`src/hw/rtl/fm_operator_pair_unit_assert.svh`:
```
// Assertion macros for the FM operator pair RTL.
`ifndef FM_OPERATOR_PAIR_UNIT_ASSERT_SVH
`define FM_OPERATOR_PAIR_UNIT_ASSERT_SVH

// Same-cycle implication, disabled while reset is asserted.
`define FMOP_ASSERT_IMP(label, clk, rst_n, ante, cons, msg) \
  label: assert property (@(posedge clk) disable iff (!rst_n) (ante) |-> (cons)) \
    else $error(msg);

// Next-cycle implication, disabled while reset is asserted.
`define FMOP_ASSERT_NXT(label, clk, rst_n, ante, cons, msg) \
  label: assert property (@(posedge clk) disable iff (!rst_n) (ante) |=> (cons)) \
    else $error(msg);

`endif

```
`src/hw/rtl/fmop_pkg.sv`:
```
package fmop_pkg;

  // Fixed geometry of the oscillator
  localparam int TABLE_SIZE      = 1024;
  localparam int PHASE_FRAC_BITS = 16;
  localparam int SAMPLE_BITS     = 16;

  localparam int IDX_W    = $clog2(TABLE_SIZE);
  localparam int PHASE_W  = IDX_W + PHASE_FRAC_BITS;
  localparam int DEPTH_W  = 31;
  localparam int AMP_W    = 16;
  localparam int CFG_W    = 31;
  localparam int CFG_IDX_W = 2;

  // Quarter-wave table: entry j holds |sin| for table index j of the first quadrant
  localparam int QTAB_SIZE = TABLE_SIZE / 4;
  localparam int QIDX_W    = $clog2(QTAB_SIZE);
  localparam int QMAG_W    = SAMPLE_BITS - 1;

  localparam logic [63:0] Q30_ONE     = 64'd1 << 30;
  localparam logic [63:0] HALF_PI_Q30 = 64'd1686629713;
  localparam logic [63:0] SINE_PEAK   = (64'd1 << (SAMPLE_BITS - 1)) - 64'd1;

  // Input queue between front and back
  localparam int QUEUE_DEPTH = 2;

  // Configuration register indexes
  typedef enum logic [CFG_IDX_W-1:0] {
    REG_CARRIER_STEP = 2'd0,
    REG_MOD_STEP     = 2'd1,
    REG_MOD_DEPTH    = 2'd2,
    REG_AMPLITUDE    = 2'd3
  } cfg_reg_e;

  // Back-end sequencer states
  typedef enum logic [2:0] {
    S_IDLE,
    S_MOD,
    S_OFS,
    S_AMP,
    S_DONE
  } back_state_e;

  // Classified command handed from front to back
  typedef struct packed {
    logic restart;
    logic mute;
  } cmd_t;

  // Configuration register set
  typedef struct packed {
    logic [PHASE_W-1:0] carrier_step;
    logic [PHASE_W-1:0] mod_step;
    logic [DEPTH_W-1:0] mod_depth;
    logic [AMP_W-1:0]   amplitude;
  } cfg_t;

  typedef logic [QMAG_W-1:0] qtab_t [QTAB_SIZE];

  // sin(num/TABLE_SIZE * pi/2) in Q30, degree-11 Taylor series (elaboration only)
  function automatic logic [63:0] quarter_sine_q30(input logic [63:0] num);
    logic [63:0] x;
    logic [63:0] x2;
    logic [63:0] t;
    x  = (((num << 30) / TABLE_SIZE) * HALF_PI_Q30) >> 30;
    x2 = (x * x) >> 30;
    t  = Q30_ONE;
    t  = Q30_ONE - ((x2 * t) >> 30) / 64'd110;
    t  = Q30_ONE - ((x2 * t) >> 30) / 64'd72;
    t  = Q30_ONE - ((x2 * t) >> 30) / 64'd42;
    t  = Q30_ONE - ((x2 * t) >> 30) / 64'd20;
    t  = Q30_ONE - ((x2 * t) >> 30) / 64'd6;
    return (x * t) >> 30;
  endfunction

  // Rounded and clamped sine magnitude
  function automatic logic [QMAG_W-1:0] sine_mag(input logic [63:0] num);
    logic [63:0] v;
    v = (quarter_sine_q30(num) * SINE_PEAK + (Q30_ONE >> 1)) >> 30;
    if (v > SINE_PEAK) begin
      v = SINE_PEAK;
    end
    return v[QMAG_W-1:0];
  endfunction

  function automatic qtab_t build_qtab();
    qtab_t tab;
    for (int j = 0; j < QTAB_SIZE; j++) begin
      tab[j] = sine_mag(64'(4 * j));
    end
    return tab;
  endfunction

  localparam qtab_t QTAB = build_qtab();
  // Peak of the quarter wave, reached from the odd quadrants at offset zero
  localparam logic [QMAG_W-1:0] QTOP = sine_mag(64'(TABLE_SIZE));

endpackage

```
`src/hw/rtl/fmop_front.sv`:
```
module fmop_front
  import fmop_pkg::*;
(
  input  logic clk_i,
  input  logic rst_ni,
  input  logic in_valid_i,
  output logic in_ready_o,
  input  logic restart_i,
  input  logic enable_i,
  output logic cmd_valid_o,
  input  logic cmd_ready_i,
  output cmd_t cmd_o
);

  logic valid_q, valid_d;
  cmd_t cmd_q;
  logic accept;

  // Take a new item whenever the holding register empties this cycle
  assign in_ready_o = !valid_q || cmd_ready_i;
  assign accept     = in_valid_i && in_ready_o;

  always_comb begin
    valid_d = valid_q;
    if (accept) begin
      valid_d = 1'b1;
    end else if (cmd_ready_i) begin
      valid_d = 1'b0;
    end
  end

  always_ff @(posedge clk_i or negedge rst_ni) begin
    if (!rst_ni) begin
      valid_q <= 1'b0;
    end else begin
      valid_q <= valid_d;
    end
  end

  // Classify: restart request and mute
  always_ff @(posedge clk_i) begin
    if (accept) begin
      cmd_q.restart <= restart_i;
      cmd_q.mute    <= !enable_i;
    end
  end

  assign cmd_valid_o = valid_q;
  assign cmd_o       = cmd_q;

endmodule

```
`src/hw/rtl/fmop_queue.sv`:
```
module fmop_queue
  import fmop_pkg::*;
(
  input  logic clk_i,
  input  logic rst_ni,
  input  logic push_valid_i,
  output logic push_ready_o,
  input  cmd_t push_cmd_i,
  output logic pop_valid_o,
  input  logic pop_ready_i,
  output cmd_t pop_cmd_o
);

  localparam int PTR_W = (QUEUE_DEPTH > 1) ? $clog2(QUEUE_DEPTH) : 1;
  localparam int CNT_W = $clog2(QUEUE_DEPTH + 1);

  cmd_t             mem_q [QUEUE_DEPTH];
  logic [PTR_W-1:0] wr_ptr_q, wr_ptr_d;
  logic [PTR_W-1:0] rd_ptr_q, rd_ptr_d;
  logic [CNT_W-1:0] cnt_q, cnt_d;
  logic             push, pop;

  assign push_ready_o = (cnt_q != CNT_W'(QUEUE_DEPTH));
  assign pop_valid_o  = (cnt_q != '0);
  assign push         = push_valid_i && push_ready_o;
  assign pop          = pop_valid_o && pop_ready_i;
  assign pop_cmd_o    = mem_q[rd_ptr_q];

  // Pointer and fill count update
  always_comb begin
    wr_ptr_d = wr_ptr_q;
    rd_ptr_d = rd_ptr_q;
    cnt_d    = cnt_q;
    if (push) begin
      wr_ptr_d = (wr_ptr_q == PTR_W'(QUEUE_DEPTH - 1)) ? '0 : wr_ptr_q + PTR_W'(1);
    end
    if (pop) begin
      rd_ptr_d = (rd_ptr_q == PTR_W'(QUEUE_DEPTH - 1)) ? '0 : rd_ptr_q + PTR_W'(1);
    end
    if (push && !pop) begin
      cnt_d = cnt_q + CNT_W'(1);
    end else if (pop && !push) begin
      cnt_d = cnt_q - CNT_W'(1);
    end
  end

  always_ff @(posedge clk_i or negedge rst_ni) begin
    if (!rst_ni) begin
      wr_ptr_q <= '0;
      rd_ptr_q <= '0;
      cnt_q    <= '0;
    end else begin
      wr_ptr_q <= wr_ptr_d;
      rd_ptr_q <= rd_ptr_d;
      cnt_q    <= cnt_d;
    end
  end

  always_ff @(posedge clk_i) begin
    if (push) begin
      mem_q[wr_ptr_q] <= push_cmd_i;
    end
  end

endmodule

```
`src/hw/rtl/fmop_back.sv`:
```
`include "fm_operator_pair_unit_assert.svh"

module fmop_back
  import fmop_pkg::*;
(
  input  logic                          clk_i,
  input  logic                          rst_ni,
  input  logic                          cmd_valid_i,
  output logic                          cmd_ready_o,
  input  cmd_t                          cmd_i,
  input  cfg_t                          cfg_i,
  output logic                          out_valid_o,
  input  logic                          out_ready_i,
  output logic signed [SAMPLE_BITS-1:0] sample_o
);

  localparam int MPROD_W = DEPTH_W + 1 + SAMPLE_BITS;
  localparam int APROD_W = SAMPLE_BITS + AMP_W + 1;
  localparam int Y_W     = APROD_W + 1 - 15;

  localparam logic signed [Y_W-1:0] Y_MAX = Y_W'((64'sd1 <<< (SAMPLE_BITS - 1)) - 64'sd1);
  localparam logic signed [Y_W-1:0] Y_MIN = Y_W'(-(64'sd1 <<< (SAMPLE_BITS - 1)));

  back_state_e state_q, state_d;
  logic        start, out_load, out_free;
  logic        mute_q;
  logic        out_valid_q, out_valid_d;

  logic [PHASE_W-1:0] car_phase_q, car_phase_d;
  logic [PHASE_W-1:0] mod_phase_q, mod_phase_d;
  logic [PHASE_W-1:0] car_sum;

  logic [IDX_W-1:0]  rom_idx;
  logic [QIDX_W-1:0] qr;
  logic [QMAG_W-1:0] qmag;
  logic signed [SAMPLE_BITS-1:0] sine_d, sine_q;

  logic signed [MPROD_W-1:0] mprod_q;
  logic signed [APROD_W-1:0] aprod_q;
  logic signed [APROD_W:0]   rounded;
  logic signed [Y_W-1:0]     y;
  logic signed [SAMPLE_BITS-1:0] sat, sample_q;

  // Sequencer: lookup, depth multiply, carrier lookup, gain multiply, deliver; a muted item skips to deliver
  always_comb begin
    state_d  = state_q;
    start    = 1'b0;
    out_load = 1'b0;
    out_free = !out_valid_q || out_ready_i;
    case (state_q)
      S_IDLE: begin
        start = cmd_valid_i;
      end
      S_MOD: begin
        state_d = S_OFS;
      end
      S_OFS: begin
        state_d = S_AMP;
      end
      S_AMP: begin
        state_d = S_DONE;
      end
      S_DONE: begin
        if (out_free) begin
          out_load = 1'b1;
          state_d  = S_IDLE;
          start    = cmd_valid_i;
        end
      end
      default: begin
        state_d = S_IDLE;
      end
    endcase
    if (start) begin
      state_d = cmd_i.mute ? S_DONE : S_MOD;
    end
  end

  assign cmd_ready_o = start;

  always_ff @(posedge clk_i or negedge rst_ni) begin
    if (!rst_ni) begin
      state_q     <= S_IDLE;
      out_valid_q <= 1'b0;
      car_phase_q <= '0;
      mod_phase_q <= '0;
    end else begin
      state_q     <= state_d;
      out_valid_q <= out_valid_d;
      car_phase_q <= car_phase_d;
      mod_phase_q <= mod_phase_d;
    end
  end

  // Output register: holds a finished sample until transfer
  always_comb begin
    out_valid_d = out_valid_q;
    if (out_load) begin
      out_valid_d = 1'b1;
    end else if (out_ready_i) begin
      out_valid_d = 1'b0;
    end
  end

  // Carrier phase plus modulation offset, modulo the phase range
  assign car_sum = car_phase_q + mprod_q[PHASE_W+14:15];

  // Phase update: restart clears, each phase advances after its last use
  always_comb begin
    mod_phase_d = mod_phase_q;
    car_phase_d = car_phase_q;
    if (state_q == S_MOD) begin
      mod_phase_d = mod_phase_q + cfg_i.mod_step;
    end
    if (state_q == S_OFS) begin
      car_phase_d = car_phase_q + cfg_i.carrier_step;
    end
    if (start && cmd_i.restart) begin
      mod_phase_d = '0;
      car_phase_d = '0;
    end
  end

  // Shared sine lookup through the quarter-wave table
  always_comb begin
    if (state_q == S_OFS) begin
      rom_idx = car_sum[PHASE_W-1:PHASE_FRAC_BITS];
    end else if (cmd_i.restart) begin
      rom_idx = '0;
    end else begin
      rom_idx = mod_phase_q[PHASE_W-1:PHASE_FRAC_BITS];
    end
    qr = rom_idx[QIDX_W-1:0];
    if (rom_idx[QIDX_W]) begin
      // descending quadrant: mirror the offset
      qmag = (qr == '0) ? QTOP : QTAB[QIDX_W'(0) - qr];
    end else begin
      qmag = QTAB[qr];
    end
    sine_d = rom_idx[QIDX_W+1] ? -$signed({1'b0, qmag}) : $signed({1'b0, qmag});
  end

  // Round half up by 2^15, then saturate
  always_comb begin
    rounded = {aprod_q[APROD_W-1], aprod_q} + (APROD_W+1)'(16384);
    y       = rounded[APROD_W:15];
    if (y > Y_MAX) begin
      sat = SAMPLE_BITS'(Y_MAX);
    end else if (y < Y_MIN) begin
      sat = SAMPLE_BITS'(Y_MIN);
    end else begin
      sat = y[SAMPLE_BITS-1:0];
    end
  end

  // Datapath registers
  always_ff @(posedge clk_i) begin
    if (start) begin
      mute_q <= cmd_i.mute;
    end
    if (start || state_q == S_OFS) begin
      sine_q <= sine_d;
    end
    if (state_q == S_MOD) begin
      mprod_q <= $signed({1'b0, cfg_i.mod_depth}) * sine_q;
    end
    if (state_q == S_AMP) begin
      aprod_q <= sine_q * $signed({1'b0, cfg_i.amplitude});
    end
    if (out_load) begin
      sample_q <= mute_q ? '0 : sat;
    end
  end

  assign out_valid_o = out_valid_q;
  assign sample_o    = sample_q;

  `FMOP_ASSERT_IMP(a_work_not_muted, clk_i, rst_ni,
    (state_q == S_MOD || state_q == S_OFS || state_q == S_AMP), !mute_q,
    "muted item entered the multiply path")
  `FMOP_ASSERT_NXT(a_start_enabled, clk_i, rst_ni, (start && !cmd_i.mute),
    (state_q == S_MOD), "enabled item did not start its lookup")
  `FMOP_ASSERT_NXT(a_mute_zero, clk_i, rst_ni, (out_load && mute_q),
    (out_valid_q && sample_q == '0), "muted item gave a nonzero sample")
  `FMOP_ASSERT_NXT(a_no_overwrite, clk_i, rst_ni, (out_valid_q && !out_ready_i),
    (out_valid_q && $stable(sample_q)), "pending sample overwritten")

endmodule

```
`src/hw/rtl/fm_operator_pair_unit.sv`:
```
// Channel   Signals                                   Direction
// input     in_valid_i / in_ready_o, restart_i, enable_i   in
// output    out_valid_o / out_ready_i, sample_o            out
// config    cfg_we_i, cfg_idx_i, cfg_wdata_i               in, write only
//
// An enabled item steps through the back-end sequencer: depth multiply,
// carrier add and lookup, gain multiply, round and saturate into the output;
// the modulator lookup overlaps the cycle that takes the item. The single shared
// sine table port and the two multiplies set this sequence. A muted item skips
// straight to the last step, which delivers a zero sample.
// Reset clears phases, configuration, queue and output valid; no clearing pass.
// The front register and a 2-entry queue buffer items while the back stalls; the
// back waits in its last step until the output register is free.
module fm_operator_pair_unit
  import fmop_pkg::*;
(
  input  logic                          clk_i,
  input  logic                          rst_ni,
  input  logic                          in_valid_i,
  output logic                          in_ready_o,
  input  logic                          restart_i,
  input  logic                          enable_i,
  output logic                          out_valid_o,
  input  logic                          out_ready_i,
  output logic signed [SAMPLE_BITS-1:0] sample_o,
  input  logic                          cfg_we_i,
  input  logic [CFG_IDX_W-1:0]          cfg_idx_i,
  input  logic [CFG_W-1:0]              cfg_wdata_i
);

  cfg_t cfg_q;
  logic front_valid, front_ready;
  cmd_t front_cmd;
  logic q_valid, q_ready;
  cmd_t q_cmd;

  // Configuration register file
  always_ff @(posedge clk_i or negedge rst_ni) begin
    if (!rst_ni) begin
      cfg_q <= '0;
    end else if (cfg_we_i) begin
      case (cfg_reg_e'(cfg_idx_i))
        REG_CARRIER_STEP: cfg_q.carrier_step <= cfg_wdata_i[PHASE_W-1:0];
        REG_MOD_STEP:     cfg_q.mod_step     <= cfg_wdata_i[PHASE_W-1:0];
        REG_MOD_DEPTH:    cfg_q.mod_depth    <= cfg_wdata_i[DEPTH_W-1:0];
        REG_AMPLITUDE:    cfg_q.amplitude    <= cfg_wdata_i[AMP_W-1:0];
        default: begin
        end
      endcase
    end
  end

  fmop_front u_front (
    .clk_i       (clk_i),
    .rst_ni      (rst_ni),
    .in_valid_i  (in_valid_i),
    .in_ready_o  (in_ready_o),
    .restart_i   (restart_i),
    .enable_i    (enable_i),
    .cmd_valid_o (front_valid),
    .cmd_ready_i (front_ready),
    .cmd_o       (front_cmd)
  );

  fmop_queue u_queue (
    .clk_i        (clk_i),
    .rst_ni       (rst_ni),
    .push_valid_i (front_valid),
    .push_ready_o (front_ready),
    .push_cmd_i   (front_cmd),
    .pop_valid_o  (q_valid),
    .pop_ready_i  (q_ready),
    .pop_cmd_o    (q_cmd)
  );

  fmop_back u_back (
    .clk_i       (clk_i),
    .rst_ni      (rst_ni),
    .cmd_valid_i (q_valid),
    .cmd_ready_o (q_ready),
    .cmd_i       (q_cmd),
    .cfg_i       (cfg_q),
    .out_valid_o (out_valid_o),
    .out_ready_i (out_ready_i),
    .sample_o    (sample_o)
  );

endmodule

```
`config.mk`:
```
export PLATFORM = sky130hd
export DESIGN_NAME = fm_operator_pair_unit
export DESIGN_NICKNAME = d
export VERILOG_FILES = /design/src/hw/rtl/fmop_pkg.sv /design/src/hw/rtl/fmop_front.sv /design/src/hw/rtl/fmop_queue.sv /design/src/hw/rtl/fmop_back.sv /design/src/hw/rtl/fm_operator_pair_unit.sv
export VERILOG_INCLUDE_DIRS = /design/src /design/src/hw/rtl
export SDC_FILE = /design/constraint.sdc
export NUM_CORES = 2
export LEC_CHECK = 0
export BUFFER_PORTS_ARGS = -buffer_cell sky130_fd_sc_hd__buf_2
export CAP_MARGIN = 20
export CORE_AREA = 3 3 406 207
export CTS_BUF_LIST = sky130_fd_sc_hd__clkbuf_8
export DETAILED_ROUTE_END_ITERATION = 7
export DIE_AREA = 0 0 409 210
export PLACE_DENSITY_LB_ADDON = 0.15
export SKIP_LAST_GASP = 1
export SYNTH_ARGS = -nofsm -noshare
export SYNTH_HDL_FRONTEND = slang
export SYNTH_HIERARCHICAL = 1
export SYNTH_SLANG_ARGS = --single-unit
```
`constraint.sdc`:
```
create_clock -name clk_i -period 8.5 [get_ports clk_i]
set_input_delay 0.85 -clock clk_i [delete_from_list [all_inputs] [get_ports clk_i]]
set_output_delay 0.85 -clock clk_i [all_outputs]
set_load 0.1 [all_outputs]
```
# Word-level counts from Yosys, hierarchy flattened
# Memories as Yosys holds them, arrays and structs flattened.
# Cells that the tools add are included.
# W data, S select, Z words.
[word_totals] out_inout_bits=18 romBits=7680 elab_cells=114 mem_count=3 regBits=269 ram_bits=4
[memory_table] memory="(no name shown)" words=256 width=15 read_ports=1 rd_clocked_by_memory_dff=0 wr=0 line_no="fmop_back.sv:136" text="qmag = (qr == '0) ? QTOP : QTAB[QIDX_W'(0) - qr];"
[memory_table] memory="(no name shown)" words=256 width=15 read_ports=1 rd_clocked_by_memory_dff=0 wr=0 line_no="fmop_back.sv:138" text="qmag = QTAB[qr];"
[memory_table] memory="u_queue.mem_q" words=2 width=2 read_ports=1 rd_clocked_by_memory_dff=0 wr=1 line_no="fmop_queue.sv:17" text="cmd_t mem_q [QUEUE_DEPTH];"
[op_classes] eq_ne=10 n_reduce_logical=29 n_bitwise=2 n_addsub=10 mul=2 order_cmp=4 n_mux=33
[ops] cell="$mux W15" count=8
[ops] cell="$mux W26" count=4
[ops] cell="$add A26 B26 Y26" count=3
[ops] cell="$mul A32 B16 Y41" count=1
[ops] cell="$add A33 B16 Y34 const B" count=1
[ops] cell="$mul A16 B17 Y33" count=1
[ops] cell="$mux W10" count=2
[ops] cell="$gt A19 B16 Y1 const B" count=1
[ops] cell="$lt A19 B16 Y1 const B" count=1
[ops] cell="$ge A9 B9 Y1 const B" count=2
[ops] cell="$not A8 Y9" count=2
[ops] cell="$mux W16" count=1
[ops] cell="$neg A15 Y16" count=1
[ops] cell="$pmux W3 S5" count=1
[ops] cell="$reduce_bool A2 Y1" count=6
[ops] cell="$mux W1" count=11
[ops] cell="$reduce_and A2 Y1" count=5
[ops] cell="$mux W3" count=3
[ops] cell="$logic_not A8 Y1" count=1
[ops] cell="$sub A1 B8 Y8 const A" count=1
[ops] cell="$eq A3 B2 Y1 const B" count=2
[ops] cell="$logic_and A1 B1 Y1" count=6
[ops] cell="$logic_not A1 Y1" count=5
[ops] cell="$eq A2 B2 Y1 const B" count=2
[ops] cell="other kinds (15)" count=19

# Logic depth before layout (Yosys ltp)
# An unclocked memory read counts as a cell.
[logic_depth] word_depth=12 ltp_mapped=32

# By module
# Netlist, hierarchy kept.
[by_module_without_submodules] mod="fmop_back" cells_each=4927 seq_area_each_um2=3743.6 n_inst=1 area_per_inst_um2=40218.6
[by_module_without_submodules] mod="fm_operator_pair_unit" cells_each=210 seq_area_each_um2=2477.4 n_inst=1 area_per_inst_um2=3701.0
[by_module_without_submodules] mod="fmop_queue" cells_each=24 seq_area_each_um2=220.2 n_inst=1 area_per_inst_um2=354.1
[by_module_without_submodules] mod="fmop_front" cells_each=7 seq_area_each_um2=85.1 n_inst=1 area_per_inst_um2=117.6

# Least setup slack after synthesis
# Ideal clock, no wire load.
[synth_path] path_kind="reg2reg" startpoint="register u_back.car_phase_q[1]" endpoint="register u_back.sine_q[12] (data pin)" n_path_buf=6 arrival_time_ns=7.176 setup_time_ns=0.269 stages_incl_launch_ff=32 path_slack_ns=1.055 synth_period_minus_slack_ns=7.445 required_ns=8.231 cell_sequence="dfrtp_1 > ha_1 > a311oi_1 > o21bai_1 > a211oi_2 > o21ai_0 > a211o_1 > inv_2 > clkbuf_1 > buf_1 > ha_1 > clkbuf_1 > inv_1 > or3_1 > a21o_1 > mux2i_1 > or2_1 > buf_2 > o21ai_4 > nand2_2 > inv_2 > buf_6 > buf_4 > a311o_1 > a211oi_1 > a31oi_1 > a311oi_1 > o211a_1 > ha_1 > inv_1 > o41a_1 > xor2_1"
[synth_between] elab_chain_cells=11 elab_cells_between_ends=16 classes_between="add/sub: 3; mux: 8; bitwise: 2; reduce/logical: 1; memory: 2"
[synth_rtl] item="from (decl)" line_no="fmop_back.sv:29" text="logic [PHASE_W-1:0] car_phase_q, car_phase_d;"
[synth_rtl] item="from (signal assigned)" line_no="fmop_back.sv:90" text="car_phase_q <= car_phase_d;"
[synth_rtl] item="$add A26 B26 Y26 (*)" line_no="fmop_back.sv:106" text="assign car_sum = car_phase_q + mprod_q[PHASE_W+14:15];"
[synth_rtl] item="$mux W10 (*)" line_no="fmop_back.sv:126" text="if (state_q == S_OFS) begin"
[synth_rtl] item="$sub A1 B8 Y8" line_no="fmop_back.sv:136"
[synth_rtl] item="$not A8 Y9 (not written as such)" line_no="fmop_back.sv:136"
[synth_rtl] item="$mem_v2 Z256 W15"
[synth_rtl] item="$mux W15 (not written as such) (2 in a row)" line_no="fmop_back.sv:136"
[synth_rtl] item="$mux W15" line_no="fmop_back.sv:136"
[synth_rtl] item="$mux W15" line_no="fmop_back.sv:134" text="if (rom_idx[QIDX_W]) begin"
[synth_rtl] item="$neg A15 Y16" line_no="fmop_back.sv:140" text="sine_d = rom_idx[QIDX_W+1] ? -$signed({1'b0, qmag}) : $signed({1'b0, qmag});"
[synth_rtl] item="$mux W15 (*)" line_no="fmop_back.sv:140"
[synth_rtl] item="net u_back.sine_d[12]" line_no="fmop_back.sv:36" text="logic signed [SAMPLE_BITS-1:0] sine_d, sine_q;"
[synth_rtl] item="to (signal assigned)" line_no="fmop_back.sv:162" text="sine_q <= sine_d;"
[synth_rtl] item="to (decl)" line_no="fmop_back.sv:36"
# Mark *: on every way through the listed nets, which the timed path passes. The rest lies on a longest branch. The select of a mux whose other input is x is not followed.
# A chain may end at the register's enable or synchronous reset.

# Final worst setup path
[layout_path] startpoint="register u_back.sine_q[4]" endpoint="register u_back.mprod_q[34] (data pin)"
[layout_between] elab_chain_cells=1
[layout_rtl] item="$mul A32 B16 Y41" line_no="fmop_back.sv:165" text="mprod_q <= $signed({1'b0, cfg_i.mod_depth}) * sine_q;"
[layout_rtl] item="to (signal assigned)" line_no="fmop_back.sv:165"
[layout_rtl] item="to (decl)" line_no="fmop_back.sv:38" text="logic signed [MPROD_W-1:0] mprod_q;"
# Every way passes these cells.

==> impl_metrics.py <==
metrics = {
    "status": {
        "status": "complete, but fails checks",
        "failing_checks": "design-rule violations",
    },
    "floorplan": {
        "core_sq_um": 81000,
        "die_h_microns": 210,
        "num_rows": 74,
        "die_area_sq_um": 85900,
        "starting_density_pct": 54.8,
        "floorplan.io_pins": 58,
        "die_width_microns": 409,
    },
    "routing": {
        "remaining_antenna_violation_count": 0,
        "drt_iter0_drc": 5926,
        "routed_wirelength_mm": 180,
        "num_vias": 41200,
        "drt-pass1-iter-count": 8,
        "routedWlPerCell_microns": 28.1,
        "drc": 2,
        "drt-vias-per-instance": 6.44,
    },
    "synthesis": {
        "syn-num-nets": 6155,
        "postSynth.topFlopCell": "dfrtp_1",
        "asyncSetResetFlopFracSynth_pct": 65.6,
        "post-synth-top-count-cell": "inv_1",
        "synthCells": 5168,
        "synth-seq-cells": 244,
        "synth.cells.most_frequent": "inv_1, nand2_1, fa_1",
        "mappedNetlistArea_sq_um": 44400,
        "synth.area.top_cells": "fa_1, ha_1, dfrtp_1",
        "post-synth-top-area-fraction_pct": 26.6,
        "avgSynthCellArea_sq_um": 8.59,
        "yosysSeqAreaShare_pct": 14.7,
        "synth_area_leader_cell": "fa_1",
        "cell_variety_after_synth": 108,
        "synth_enable_flop_cells": 84,
        "ys.warnings.count": 6,
    },
    "place": {
        "post-place-cells": 6308,
        "numPortBuffers": 57,
        "post_detail_place_hpwl_mm": 141,
        "dpl-instance-area_sq_um": 47300,
        "place.gp.congestion": 1.11,
    },
    "cells_and_area": {
        "layout.nets": 6239,
        "ff_latch_area_sq_um": 6530,
        "finalNonFillerCells": 6391,
        "multiInputGateArea_sq_um": 33500,
        "drive_above_1_share_pct": 11.8,
        "synthToLayoutAreaGrowth_pct": 8.76,
        "design_area_sq_um": 48300,
        "fillerInstances": 7184,
    },
    "timing": {
        "final.period_utilization_pct": 92.6,
        "setup_tns_ns": 0,
        "worst_pin_slew_ns": 1.21,
        "maxSlewHeadroom_pct": 18.5,
        "slew_viol_final": 0,
        "final_period_minus_worst_setup_slack_ns": 7.87,
        "clock.fmax_mhz": 127,
        "finalHoldViolCount": 0,
        "grt_setup_unrepaired": "no",
        "timing.clock.skew_ns": 0.0906,
        "setup_violations": 0,
    },
    "clock_tree": {
        "cts-root-to-sink-buffers": 3,
        "cts_root_buf": "clkbuf_8",
        "h-tree-depth": 2,
        "post-cts-setup-buffer-count": 0,
        "clock_sink_count": 244,
        "cts.repair.resized": 0,
        "cts_buffers": 41,
        "holdBufCountCts": 0,
        "insertion_delay_ns": 0.70,
        "tritoncts_clock_tree": "built",
        "clk_pin_slew_worst_paths_ns": 0.07,
    },
    "global_route": {
        "number_of_antenna_violations_at_the_first_check_in_global_routing": 12,
        "global_route_wire_length_before_repair_mm": 268,
        "first_global_vias": 40000,
        "grt.total_usage_pct": 41.7,
        "grt_start_max_net_pins": 62,
        "gr-total-overflow": 0,
    },
    "job": {
        "cap_violations": 0,
    },
    "critical_path": {
        "setup.worst_path.class": "flop to flop",
        "cp.arrival_ns": 8.32,
        "worstPathRequired_ns": 8.95,
        "critPathCaptureType": "flop",
        "critical_path.max_fanout": 22,
        "critPathLaunchType": "flop",
    },
    "min_path": {
        "min_path_type": "input pin to async pin",
    },
}
## cells by family after synthesis
kind of cell             synth area share [%]
multiplexers                             3.13
adder cells (fa/ha/maj)                  36.7
XOR/XNOR                                 2.51
AO/OA/AOI/OAI                            16.5
flip-flops                               14.7
AND/OR/NAND/NOR                          16.4
buffers and inverters                    10.0
## cell usage in the layout, fill, tap and decap left out, types with 26 or more instances in the layout
master    instances
o31ai_1          33
a311oi_1         32
and2_1          268
fa_1            590
nor3_1           87
a22o_1           31
buf_2            56
o211ai_1         53
a21oi_1         211
inv_1           802
clkbuf_8         46
buf_4           305
a31oi_1          40
nand4_1          28
and3_1           26
a21o_1           51
xor2_1           40
ha_1            356
mux2_2          104
a211oi_1         72
o21ai_0         207
edfxtp_1         84
nand2b_1         36
xnor2_1          87
or3_1            26
nand2_1         650
dfrtp_1         160
nor2_1          216
nand3_1          88
## critical path, stage by stage, from the launching register on
cell	delay, ns
edfxtp_1	0.56
buf_4	0.30
and2_1	0.19
fa_1	0.53
inv_1	0.05
fa_1	0.46
fa_1	0.57
inv_1	0.08
fa_1	0.49
fa_1	0.50
inv_1	0.05
fa_1	0.48
inv_1	0.05
ha_1	0.20
a2111o_1	0.43
a2111oi_0	0.40
o21ai_0	0.21
a31oi_1	0.17
buf_4	0.20
a211oi_1	0.14
o211ai_1	0.27
a21oi_1	0.22
a21oi_1	0.31
o21bai_1	0.17
a21o_1	0.24
a21o_1	0.18
a21oi_1	0.17
xnor2_1	0.08
## sequential cells by signal, indices dropped and copies added, names as in the netlist
register	cells
u_back/state_q	3
u_back/out_valid_o	1
u_back/mod_phase_q	26
u_front/cmd_valid_o	1
u_back/sample_o	16
u_queue/cnt_q	2
u_back/mprod_q	26
u_back/car_phase_q	26
u_back/sine_q	16
u_queue/mem_q	4
u_front/cmd_o	2
cfg_q	99
u_queue/rd_ptr_q	1
u_queue/wr_ptr_q	1
u_back/mute_q	1
u_back/aprod_q	19
## per-stage QoR
stage | setup slack (ns) | hold WS, ns | utilization [%]
finish | 0.633 | 0.146 | 59.6
detailed placement | 0.765 | 0.433 | 58.4
floorplan | 1.05 | 0.421 | -
global placement | 0.854 | 0.428 | 58.4
global route | 0.292 | 0.167 | 59.6
CTS | 0.796 | 0.128 | 59.5
## layout make-up
| type | count | area share (%) |
|---|---|---|
| repair buffers | 383 | 6.15 |
| well taps | 1102 | 2.86 |
| multi-input cells | 3784 | 69.4 |
| diodes | 5 | 0.0259 |
| clock buffers | 46 | 1.31 |
| inverters | 798 | 6.20 |
| clock inverters | 29 | 0.544 |
| flip-flops and latches | 244 | 13.5 |
## final timing paths
check                                           start  depth (start not counted)                       endpoint  slack, ns
setup reg to reg           u_back/sine_q[4]$_DFFE_PP_                         27   u_back/mprod_q[34]$_DFFE_PP_       0.63
setup / recovery           u_back/sine_q[4]$_DFFE_PP_                         27   u_back/mprod_q[34]$_DFFE_PP_       0.63
hold reg to reg            u_front/cmd_o[0]$_DFFE_PP_                          0  u_queue/mem_q[1][0]$_DFFE_PP_       0.45
min in group clk_i                          restart_i                          1     u_front/cmd_o[1]$_DFFE_PP_       0.36
max in group asynchronous                      rst_ni                          3          cfg_q[56]$_DFFE_PN0P_       6.37
hold / removal                                 rst_ni                          1   u_queue/cnt_q[1]$_DFFE_PN0P_       0.15
## routing by layer
layer	global-route usage (%)	vias to the layer above	part of all wire (%)
met5	1.35	-	0.14
met4	7.59	10	2.2
met3	24.4	359	19
met2	46.9	3124	33
met1	65.8	20300	45
li1	-	17400	-
Power is not shown: default switching activity piles up to over one toggle a cycle in this logic, so the estimate is an artifact.
